===== src/design/cma_pkg.sv =====
`timescale 1ns / 1ps
// ----------------------------------------------------------------------------
// cma_pkg
// Shared types and constants for the centered moving average block.
// ----------------------------------------------------------------------------
package cma_pkg;

   localparam int MAX_WINDOW_DEFAULT  = 63;
   localparam int SAMPLE_BITS_DEFAULT = 32;
   localparam int FIELD_BITS          = 32;
   localparam int CFG_W               = 6;
   localparam logic [CFG_W-1:0] CFG_RESET = 6'd5;
   localparam int OFF_W               = 8;

   typedef struct packed {
      logic signed [FIELD_BITS-1:0] sample;
      logic                         end_of_input;
   } req_type;

   typedef struct packed {
      logic signed [FIELD_BITS-1:0] smoothed;
      logic                         end_of_run;
      logic                         end_of_sequence;
   } rsp_type;

   typedef enum logic [2:0] {
      ST_IDLE,
      ST_SUM,
      ST_DRAIN,
      ST_DIV_LOAD,
      ST_DIV,
      ST_OUT
   } state_type;

   typedef enum logic [1:0] {
      SRC_CUR,
      SRC_FIRST,
      SRC_MEM
   } src_type;

endpackage


===== src/design/centered_moving_average.sv =====
`timescale 1ns / 1ps
// ----------------------------------------------------------------------------
// centered_moving_average
// Centered moving average over one sequence with edge replication.
// ----------------------------------------------------------------------------
// One item at a time. Each result sums a window of 2h+1 taps, h = floor(len/2),
// into a sum of SUM_W = SAMPLE_BITS + clog2(MAX_WINDOW+1) + 1 bits (39 by
// default): one window read per cycle from the single-port sample memory, then a
// radix-2 restoring divider. The final item of a sequence gives min(samples,h+1)
// results back to back, oldest first.
// A new item is taken as soon as the last result is in the output register.
module centered_moving_average #(
   parameter int MAX_WINDOW  = cma_pkg::MAX_WINDOW_DEFAULT,
   parameter int SAMPLE_BITS = cma_pkg::SAMPLE_BITS_DEFAULT
) (
   input  logic                      clock,
   input  logic                      reset,
   input  logic                      req_valid,
   output logic                      req_ready,
   input  cma_pkg::req_type          req_data,
   output logic                      rsp_valid,
   input  logic                      rsp_ready,
   output cma_pkg::rsp_type          rsp_data,
   input  logic                      csr_write_enable,
   input  logic [cma_pkg::CFG_W-1:0] csr_write_data
);

   localparam int DEPTH  = MAX_WINDOW + 1;
   localparam int PTR_W  = $clog2(DEPTH);
   localparam int SEEN_W = $clog2(DEPTH + 1);
   localparam int AW     = PTR_W + 2;
   localparam int SUM_W  = SAMPLE_BITS + $clog2(MAX_WINDOW + 1) + 1;
   localparam int QW     = SUM_W + 1;
   localparam int CNT_W  = $clog2(SUM_W);
   localparam int SW     = (SAMPLE_BITS > cma_pkg::FIELD_BITS) ? SAMPLE_BITS
                                                               : cma_pkg::FIELD_BITS;
   localparam int CW     = cma_pkg::CFG_W;
   localparam int HW     = CW - 1;
   localparam int OW     = cma_pkg::OFF_W;
   localparam logic signed [QW-1:0] Q_HI =
      {{(QW-SAMPLE_BITS+1){1'b0}}, {(SAMPLE_BITS-1){1'b1}}};
   localparam logic signed [QW-1:0] Q_LO = ~Q_HI;

   cma_pkg::state_type state_ff, state_in;
   cma_pkg::src_type   p_src_ff, p_src_in, src;

   logic [CW-1:0]                win_len_ff, win_len_in;
   logic [CW-1:0]                len_ff, len_in;
   logic [HW-1:0]                h_ff, h_in;
   logic [HW-1:0]                d_ff, d_in;
   logic [CW-1:0]                j_ff, j_in;
   logic                         last_ff, last_in;
   logic signed [SAMPLE_BITS-1:0] x_ff, x_in;
   logic signed [SAMPLE_BITS-1:0] first_ff, first_in;
   logic [PTR_W-1:0]             wp_ff, wp_in;
   logic [PTR_W-1:0]             cur_ff, cur_in;
   logic [SEEN_W-1:0]            seen_ff, seen_in;
   logic                         p_vld_ff, p_vld_in;
   logic signed [SAMPLE_BITS-1:0] rd_data_ff;
   logic signed [SUM_W-1:0]      sum_ff, sum_in;
   logic [SUM_W-1:0]             dq_ff, dq_in;
   logic [CW-1:0]                rem_ff, rem_in;
   logic                         neg_ff, neg_in;
   logic [CNT_W-1:0]             cnt_ff, cnt_in;
   logic                         rsp_valid_ff, rsp_valid_in;
   cma_pkg::rsp_type             rsp_ff, rsp_in;

   logic signed [SAMPLE_BITS-1:0] mem [DEPTH];
   logic                         mem_we, mem_re;
   logic [PTR_W-1:0]             rd_addr;

   logic [SW-1:0]                in_ext;
   logic signed [SAMPLE_BITS-1:0] x_new;
   logic [CW-1:0]                len_eff;
   logic [HW-1:0]                h_eff;
   logic [SEEN_W-1:0]            seen_new;
   logic signed [OW-1:0]         off;
   logic [AW-1:0]                addr_sum;
   logic signed [SAMPLE_BITS-1:0] acc_val;
   logic [CW:0]                  div_t;
   logic signed [QW-1:0]         q_full;
   logic signed [SAMPLE_BITS-1:0] q_sat;
   logic [SW-1:0]                q_ext;
   logic                         out_free;

   always_comb begin
      in_ext   = SW'($unsigned(req_data.sample));
      x_new    = $signed(in_ext[SAMPLE_BITS-1:0]);
      if (win_len_ff == '0) begin
         len_eff = CW'(1);
      end else if (int'(win_len_ff) > MAX_WINDOW) begin
         len_eff = CW'(MAX_WINDOW);
      end else begin
         len_eff = win_len_ff;
      end
      h_eff    = len_eff[CW-1:1];
      seen_new = (int'(seen_ff) < DEPTH) ? seen_ff + SEEN_W'(1) : seen_ff;

      off      = $signed(OW'(d_ff) - OW'(h_ff) + OW'(j_ff));
      addr_sum = AW'(cur_ff) + AW'(DEPTH) - AW'(off[OW-2:0]);
      if (addr_sum >= AW'(DEPTH)) begin
         addr_sum = addr_sum - AW'(DEPTH);
      end
      rd_addr  = addr_sum[PTR_W-1:0];
      if (off < 0) begin
         src = cma_pkg::SRC_CUR;
      end else if (int'(off) >= int'(seen_ff)) begin
         src = cma_pkg::SRC_FIRST;
      end else begin
         src = cma_pkg::SRC_MEM;
      end

      case (p_src_ff)
         cma_pkg::SRC_CUR:   acc_val = x_ff;
         cma_pkg::SRC_FIRST: acc_val = first_ff;
         default:            acc_val = rd_data_ff;
      endcase

      div_t = {rem_ff, dq_ff[SUM_W-1]};

      q_full = neg_ff ? -$signed({1'b0, dq_ff}) : $signed({1'b0, dq_ff});
      if (q_full > Q_HI) begin
         q_sat = Q_HI[SAMPLE_BITS-1:0];
      end else if (q_full < Q_LO) begin
         q_sat = Q_LO[SAMPLE_BITS-1:0];
      end else begin
         q_sat = q_full[SAMPLE_BITS-1:0];
      end
      q_ext = SW'(q_sat);
   end

   assign out_free = !rsp_valid_ff || rsp_ready;

   always_comb begin
      state_in     = state_ff;
      p_src_in     = p_src_ff;
      win_len_in   = csr_write_enable ? csr_write_data : win_len_ff;
      len_in       = len_ff;
      h_in         = h_ff;
      d_in         = d_ff;
      j_in         = j_ff;
      last_in      = last_ff;
      x_in         = x_ff;
      first_in     = first_ff;
      wp_in        = wp_ff;
      cur_in       = cur_ff;
      seen_in      = seen_ff;
      p_vld_in     = 1'b0;
      sum_in       = p_vld_ff ? sum_ff + SUM_W'(acc_val) : sum_ff;
      dq_in        = dq_ff;
      rem_in       = rem_ff;
      neg_in       = neg_ff;
      cnt_in       = cnt_ff;
      rsp_valid_in = rsp_valid_ff && !rsp_ready;
      rsp_in       = rsp_ff;
      mem_we       = 1'b0;
      mem_re       = 1'b0;
      req_ready    = 1'b0;

      case (state_ff)
         cma_pkg::ST_IDLE: begin
            req_ready = 1'b1;
            if (req_valid) begin
               mem_we   = 1'b1;
               x_in     = x_new;
               if (seen_ff == '0) begin
                  first_in = x_new;
               end
               cur_in   = wp_ff;
               wp_in    = (wp_ff == PTR_W'(DEPTH - 1)) ? '0 : wp_ff + PTR_W'(1);
               seen_in  = seen_new;
               len_in   = len_eff;
               h_in     = h_eff;
               last_in  = req_data.end_of_input;
               j_in     = '0;
               sum_in   = '0;
               if (req_data.end_of_input) begin
                  d_in     = (int'(seen_new) - 1 < int'(h_eff)) ? HW'(seen_new - SEEN_W'(1))
                                                              : h_eff;
                  state_in = cma_pkg::ST_SUM;
               end else if (int'(seen_new) > int'(h_eff)) begin
                  d_in     = h_eff;
                  state_in = cma_pkg::ST_SUM;
               end
            end
         end
         cma_pkg::ST_SUM: begin
            p_vld_in = 1'b1;
            p_src_in = src;
            mem_re   = (src == cma_pkg::SRC_MEM);
            j_in     = j_ff + CW'(1);
            if (j_ff == {h_ff, 1'b0}) begin
               state_in = cma_pkg::ST_DRAIN;
            end
         end
         cma_pkg::ST_DRAIN: begin
            state_in = cma_pkg::ST_DIV_LOAD;
         end
         cma_pkg::ST_DIV_LOAD: begin
            neg_in   = sum_ff < 0;
            dq_in    = (sum_ff < 0) ? $unsigned(-sum_ff) : $unsigned(sum_ff);
            rem_in   = '0;
            cnt_in   = '0;
            state_in = cma_pkg::ST_DIV;
         end
         cma_pkg::ST_DIV: begin
            if (div_t >= {1'b0, len_ff}) begin
               rem_in = CW'(div_t - {1'b0, len_ff});
               dq_in  = {dq_ff[SUM_W-2:0], 1'b1};
            end else begin
               rem_in = div_t[CW-1:0];
               dq_in  = {dq_ff[SUM_W-2:0], 1'b0};
            end
            cnt_in = cnt_ff + CNT_W'(1);
            if (cnt_ff == CNT_W'(SUM_W - 1)) begin
               state_in = cma_pkg::ST_OUT;
            end
         end
         cma_pkg::ST_OUT: begin
            if (out_free) begin
               rsp_valid_in           = 1'b1;
               rsp_in.smoothed        = $signed(q_ext[cma_pkg::FIELD_BITS-1:0]);
               rsp_in.end_of_run      = !last_ff || (d_ff == '0);
               rsp_in.end_of_sequence = last_ff && (d_ff == '0);
               if (!last_ff || d_ff == '0) begin
                  if (last_ff) begin
                     seen_in = '0;
                     wp_in   = '0;
                  end
                  state_in = cma_pkg::ST_IDLE;
               end else begin
                  d_in     = d_ff - HW'(1);
                  j_in     = '0;
                  sum_in   = '0;
                  state_in = cma_pkg::ST_SUM;
               end
            end
         end
         default: begin
            state_in = cma_pkg::ST_IDLE;
         end
      endcase
   end

   always_ff @(posedge clock) begin
      if (reset) begin
         state_ff     <= cma_pkg::ST_IDLE;
         win_len_ff   <= cma_pkg::CFG_RESET;
         wp_ff        <= '0;
         seen_ff      <= '0;
         first_ff     <= '0;
         p_vld_ff     <= 1'b0;
         rsp_valid_ff <= 1'b0;
      end else begin
         state_ff     <= state_in;
         win_len_ff   <= win_len_in;
         wp_ff        <= wp_in;
         seen_ff      <= seen_in;
         first_ff     <= first_in;
         p_vld_ff     <= p_vld_in;
         rsp_valid_ff <= rsp_valid_in;
      end
   end

   always_ff @(posedge clock) begin
      p_src_ff <= p_src_in;
      len_ff   <= len_in;
      h_ff     <= h_in;
      d_ff     <= d_in;
      j_ff     <= j_in;
      last_ff  <= last_in;
      x_ff     <= x_in;
      cur_ff   <= cur_in;
      sum_ff   <= sum_in;
      dq_ff    <= dq_in;
      rem_ff   <= rem_in;
      neg_ff   <= neg_in;
      cnt_ff   <= cnt_in;
      rsp_ff   <= rsp_in;
   end

   // sample memory: write on item accept, one read per window tap taken from memory
   always_ff @(posedge clock) begin
      if (mem_we) begin
         mem[wp_ff] <= x_new;
      end
      if (mem_re) begin
         rd_data_ff <= mem[rd_addr];
      end
   end

   assign rsp_valid = rsp_valid_ff;
   assign rsp_data  = rsp_ff;

endmodule


===== config.mk =====
export PLATFORM = sky130hd
export DESIGN_NAME = centered_moving_average
export DESIGN_NICKNAME = d
export VERILOG_FILES = /design/src/design/cma_pkg.sv /design/src/design/centered_moving_average.sv
export SDC_FILE = /design/constraint.sdc
export NUM_CORES = 2
export LEC_CHECK = 0
export BUFFER_PORTS_ARGS = -buffer_cell sky130_fd_sc_hd__buf_4
export CAP_MARGIN = 30
export CORE_UTILIZATION = 35
export CTS_CLUSTER_SIZE = 12
export DETAILED_ROUTE_END_ITERATION = 8
export GPL_TIMING_DRIVEN = 0
export MAX_ROUTING_LAYER = met4
export PLACE_DENSITY_LB_ADDON = 0.05
export SLEW_MARGIN = 20
export SYNTH_ARGS = -nofsm -noshare
export SYNTH_HDL_FRONTEND = slang
export SYNTH_SLANG_ARGS = --single-unit

===== constraint.sdc =====
create_clock -name clock -period 7.1 [get_ports clock]
set_clock_uncertainty 0.05 [all_clocks]
set_input_delay 0.355 -clock clock [delete_from_list [all_inputs] [get_ports clock]]
set_output_delay 0.355 -clock clock [all_outputs]
set_load 0.01 [all_outputs]

==> metrics.txt <==
average routed wire per standard cell=31.2 µm; category of the worst setup path capture point=flop; multiplexer share of the synthesized area=16.5%; family with the most delay on the worst path=buffers and inverters; total wirelength of the detailed-routed design=280 mm; crit path max-delay cell type=mux2i_1; unrepaired setup endpoints after global routing=false; status=finished clean; die area=270000 µm²; Setup violations, final=0; path category of the worst min-delay check=in2reg; worst relative slew slack=30.4%; last weighted congestion value of the routability-driven placer=0.898; hold path startpoint=req_data[1]; cells on worst reg2reg path=14; wire length of the first global-routing pass=392 mm; launch instance of the worst register-to-register path=h_ff[0]$_DFFE_PP_; number of iterations in the first detailed-routing pass=5; hpwl dp=189 mm; die outline height=520 µm; arithmetic-cell share of the synthesized area counting full adders, half adders and majority gates=1.29%; Worst Hold Path Cells=1; type of the worst setup path=reg2reg; sink of the worst hold path=mem[40][0]$_DFFE_PP_; Post-Syn Instances=4720; Final Hold Fails=0; largest area contributor in the netlist=edfxtp_1; multi-input logic area=24500 µm²; count of buffering cells on the critical path with inverters included=6; cell repeated most along the worst path=fa_1; Die W=520 µm; average vias per placed instance=5.35; proportion of netlist area held by the largest area contributor=71.2%; top cells by area, synth=edfxtp_1, mux4_2, dfxtp_1; layout filler cell count=23600; transition at the pin with the smallest max-transition slack=1010 ps; number of nets with antenna violations after routing=0; crit-path max FO=17; wl on met1=128 mm; TritonCTS clock tree=done; Synth Net Count=4858; number of input and output port buffers inserted=77; max-slew violation count=0; combined area of all synthesized cells=93800 µm²; data arrival time of the critical path=7420 ps; largest net degree at the start of global routing=67; Avg Inst Size Synth=19.9 µm²; number of nets at the end of the flow=5394; max capacitance violation total=0; highest routed metal layer=met4; Seq/Total Area, Yosys=73.2%; Overall Global Routing Usage=21.3%; initial core utilization=35.3%; total met3 wirelength after detailed routing=14.1 mm; # Post-CTS Setup Buffers=0; clock buffer count from CTS=272; master cell of the clock root buffer=clkbuf_16; flip-flop and latch count after synthesis=2319; number of DRC violations after detailed-routing iteration 0=4411; I/O pin cnt=80; share of the clock period used by the worst path=97.9%; CP peak stage delay=750 ps; routed wl met2=130 mm; async set-reset flop share out of synthesis=0%; number of enable flip-flop cells after synthesis=2224; complex-gate fraction of the synthesized area=3.16%; number of levels in the clock H-tree=5; XOR/XNOR Fraction of Synth Area=1.34%; reg-to-reg critical path endpoint=rd_data_ff[2]$_DFFE_PP_; Peak Freq=144 MHz; number of antenna violations at the first check in global routing=25; Netlist cell types=81; top flip-flop cell by instance count after synthesis=edfxtp_1; cell breakdown of the critical path=ha_1 > inv_1 > fa_1 > inv_1 > fa_1 > fa_1 > clkbuf_2 > buf_2 > buf_16 > clkbuf_1 > mux4_2 > mux4_2 > mux2i_1 > a21oi_1; remaining routing DRC violations=0; fraction of final layout cells with drive strength greater than 1=25.5%; dominant combinational cell family by area after synthesis=multiplexers; register area=68700 µm²; insertion delay of the later-clocked pin in the worst-skew pair=870 ps; detailed-route via count=48100; Floorplan Core Area=266000 µm²; synth-to-layout area growth=18.5%; Worst Hold Slack=59.8 ps; minimum setup slack among reg-to-reg paths=150 ps; clock-pin slew of the registers on the worst-case setup and hold paths=60 ps; number of buffers on the longest clock path=4; Final min period=6950 ps; vias in the first global route=49000; startpoint type of the worst setup path=flop; synthesized-area fraction occupied by and/or/nand/nor cells=3.21%; Synth Warn #=0; num rows=189; grt ovf=0; Req. time, crit path=7570 ps; number of sinks on the clock net=2319
-- placed cells by master (no fill, tap or decap), types with 12 or more instances in the layout --
| cell type | count |
|---|---|
| nand3_1 | 23 |
| edfxtp_1 | 2224 |
| buf_1 | 33 |
| clkbuf_16 | 275 |
| nor2_4 | 64 |
| ha_1 | 89 |
| nor2_1 | 114 |
| a211oi_1 | 43 |
| buf_4 | 78 |
| clkbuf_2 | 13 |
| dfxtp_1 | 95 |
| nand2_1 | 213 |
| nor2b_1 | 55 |
| nand2b_1 | 14 |
| nor3_1 | 26 |
| o21ai_1 | 23 |
| xnor2_1 | 51 |
| clkinv_1 | 53 |
| o31ai_1 | 25 |
| clkinv_2 | 30 |
| buf_6 | 42 |
| buf_16 | 59 |
| xor2_1 | 90 |
| a21o_1 | 38 |
| dlygate4sd3_1 | 17 |
| diode_2 | 12 |
| mux4_2 | 640 |
| mux2i_1 | 102 |
| a21oi_1 | 137 |
| buf_12 | 57 |
| o21ai_0 | 142 |
| buf_8 | 12 |
| clkbuf_1 | 233 |
| buf_2 | 28 |
| inv_1 | 63 |
-- registers in the layout (all words and copies together), names as in the netlist --
register / count
j_ff: 6
rsp_data: 34
dq_ff: 39
seen_ff: 7
last_ff: 1
sum_ff: 39
rsp_valid: 1
state_ff: 3
first_ff: 32
mem: 2048
len_ff: 1
d_ff: 5
p_vld_ff: 1
rem_ff: 6
rd_data_ff: 32
cnt_ff: 6
h_ff: 5
neg_ff: 1
cur_ff: 6
p_src_ff: 2
win_len_ff: 6
wp_ff: 6
x_ff: 32
-- routing by layer --
layer	global-route usage (%)	vias to the layer above
li1	-	20500
met1	29.9	26000
met2	32.4	1270
met3	3.02	329
met4	6.00	0
met5	-	-
-- cell families (layout without fill, tap and decap cells) --
family	count (synthesis)	count (layout)
AO/OA/AOI/OAI	486	486
adder cells (fa/ha/maj)	94	94
flip-flops	2319	2319
other	0	12
buffers and inverters	309	1032
XOR/XNOR	144	144
AND/OR/NAND/NOR	622	622
multiplexers	746	746
-- cell usage after synthesis, types with 8 or more instances --
cell type  count
nor2b_1       55
o21ai_1       22
clkbuf_1     183
ha_1          89
dfxtp_1       95
mux2i_1      104
buf_1         54
a21o_1        38
nand2_1      217
mux4_2       640
and3_1        11
o41ai_1       11
o21ai_0      143
o21a_1         8
nand2b_1      15
nand3b_1       8
xnor2_1       54
a31oi_1       10
or3_1         11
nand3_1       27
xor2_1        90
nor3_1        26
a21oi_1      137
o31ai_1       25
a211oi_1      43
nand4_1        8
nor2_1       178
edfxtp_1    2224
inv_1         63
-- worst register-to-register path, delay by kind of cell (launching register included) --
family | cells | cell delay [ps]
mux | 3 | 1770
flops | 1 | 500
fa+ha+maj | 4 | 1750
compound gates | 1 | 210
buf+inv | 6 | 2350
-- cell type report --
cell class / instances / area share (%)
flip-flops and latches: 2319 / 61.8
multi-input cells: 2092 / 22.0
clock buffers: 344 / 6.45
well taps: 3533 / 3.98
repair buffers: 264 / 3.75
plain buffers: 244 / 0.889
clock inverters: 117 / 0.849
inverters: 63 / 0.213
diodes: 12 / 0.0270
-- worst max-delay path by stage --
stage | end | startpoint | cells after the start
after floorplan | mem[25][0]$_DFFE_PP_ | state_ff[1]$_SDFFE_PP0P_ | 7
after CTS | rd_data_ff[2]$_DFFE_PP_ | h_ff[0]$_DFFE_PP_ | 14
after detailed placement | rd_data_ff[2]$_DFFE_PP_ | h_ff[0]$_DFFE_PP_ | 15
after global placement | mem[17][9]$_DFFE_PP_ | state_ff[1]$_SDFFE_PP0P_ | 7
final | rd_data_ff[2]$_DFFE_PP_ | h_ff[0]$_DFFE_PP_ | 14
after global routing | rd_data_ff[23]$_DFFE_PP_ | h_ff[0]$_DFFE_PP_ | 18
-- metrics by stage --
| stage | instance area (µm²) | setup TNS [ps] | setup WS, ps | cells | utilization (%) |
|---|---|---|---|---|---|
| 2_1_floorplan | 93800 | 0 | 2080 | 4720 | - |
| 4_1_cts | 111000 | 0 | 79.7 | 8954 | 41.7 |
| 5_1_grt | 111000 | 0 | 25.5 | 8979 | 41.8 |
| 3_5_place_dp | 103000 | -8140 | -388 | 8480 | 38.6 |
| 3_3_place_gp | 98800 | -2132340 | -2920 | 8330 | 37.2 |
| 6_report | 111000 | 0 | 152 | 8988 | 41.8 |
-- repair_timing --
| item | CTS | global route |
|---|---|---|
| gates resized for setup | 0 | 4 |
| hold endpoints to repair | 8 | 20 |
| hold buffers | 15 | 2 |
| setup endpoints to repair | 32 | 12 |
Power is not shown: default switching activity piles up to over one toggle a cycle in this logic, so the estimate is an artifact.
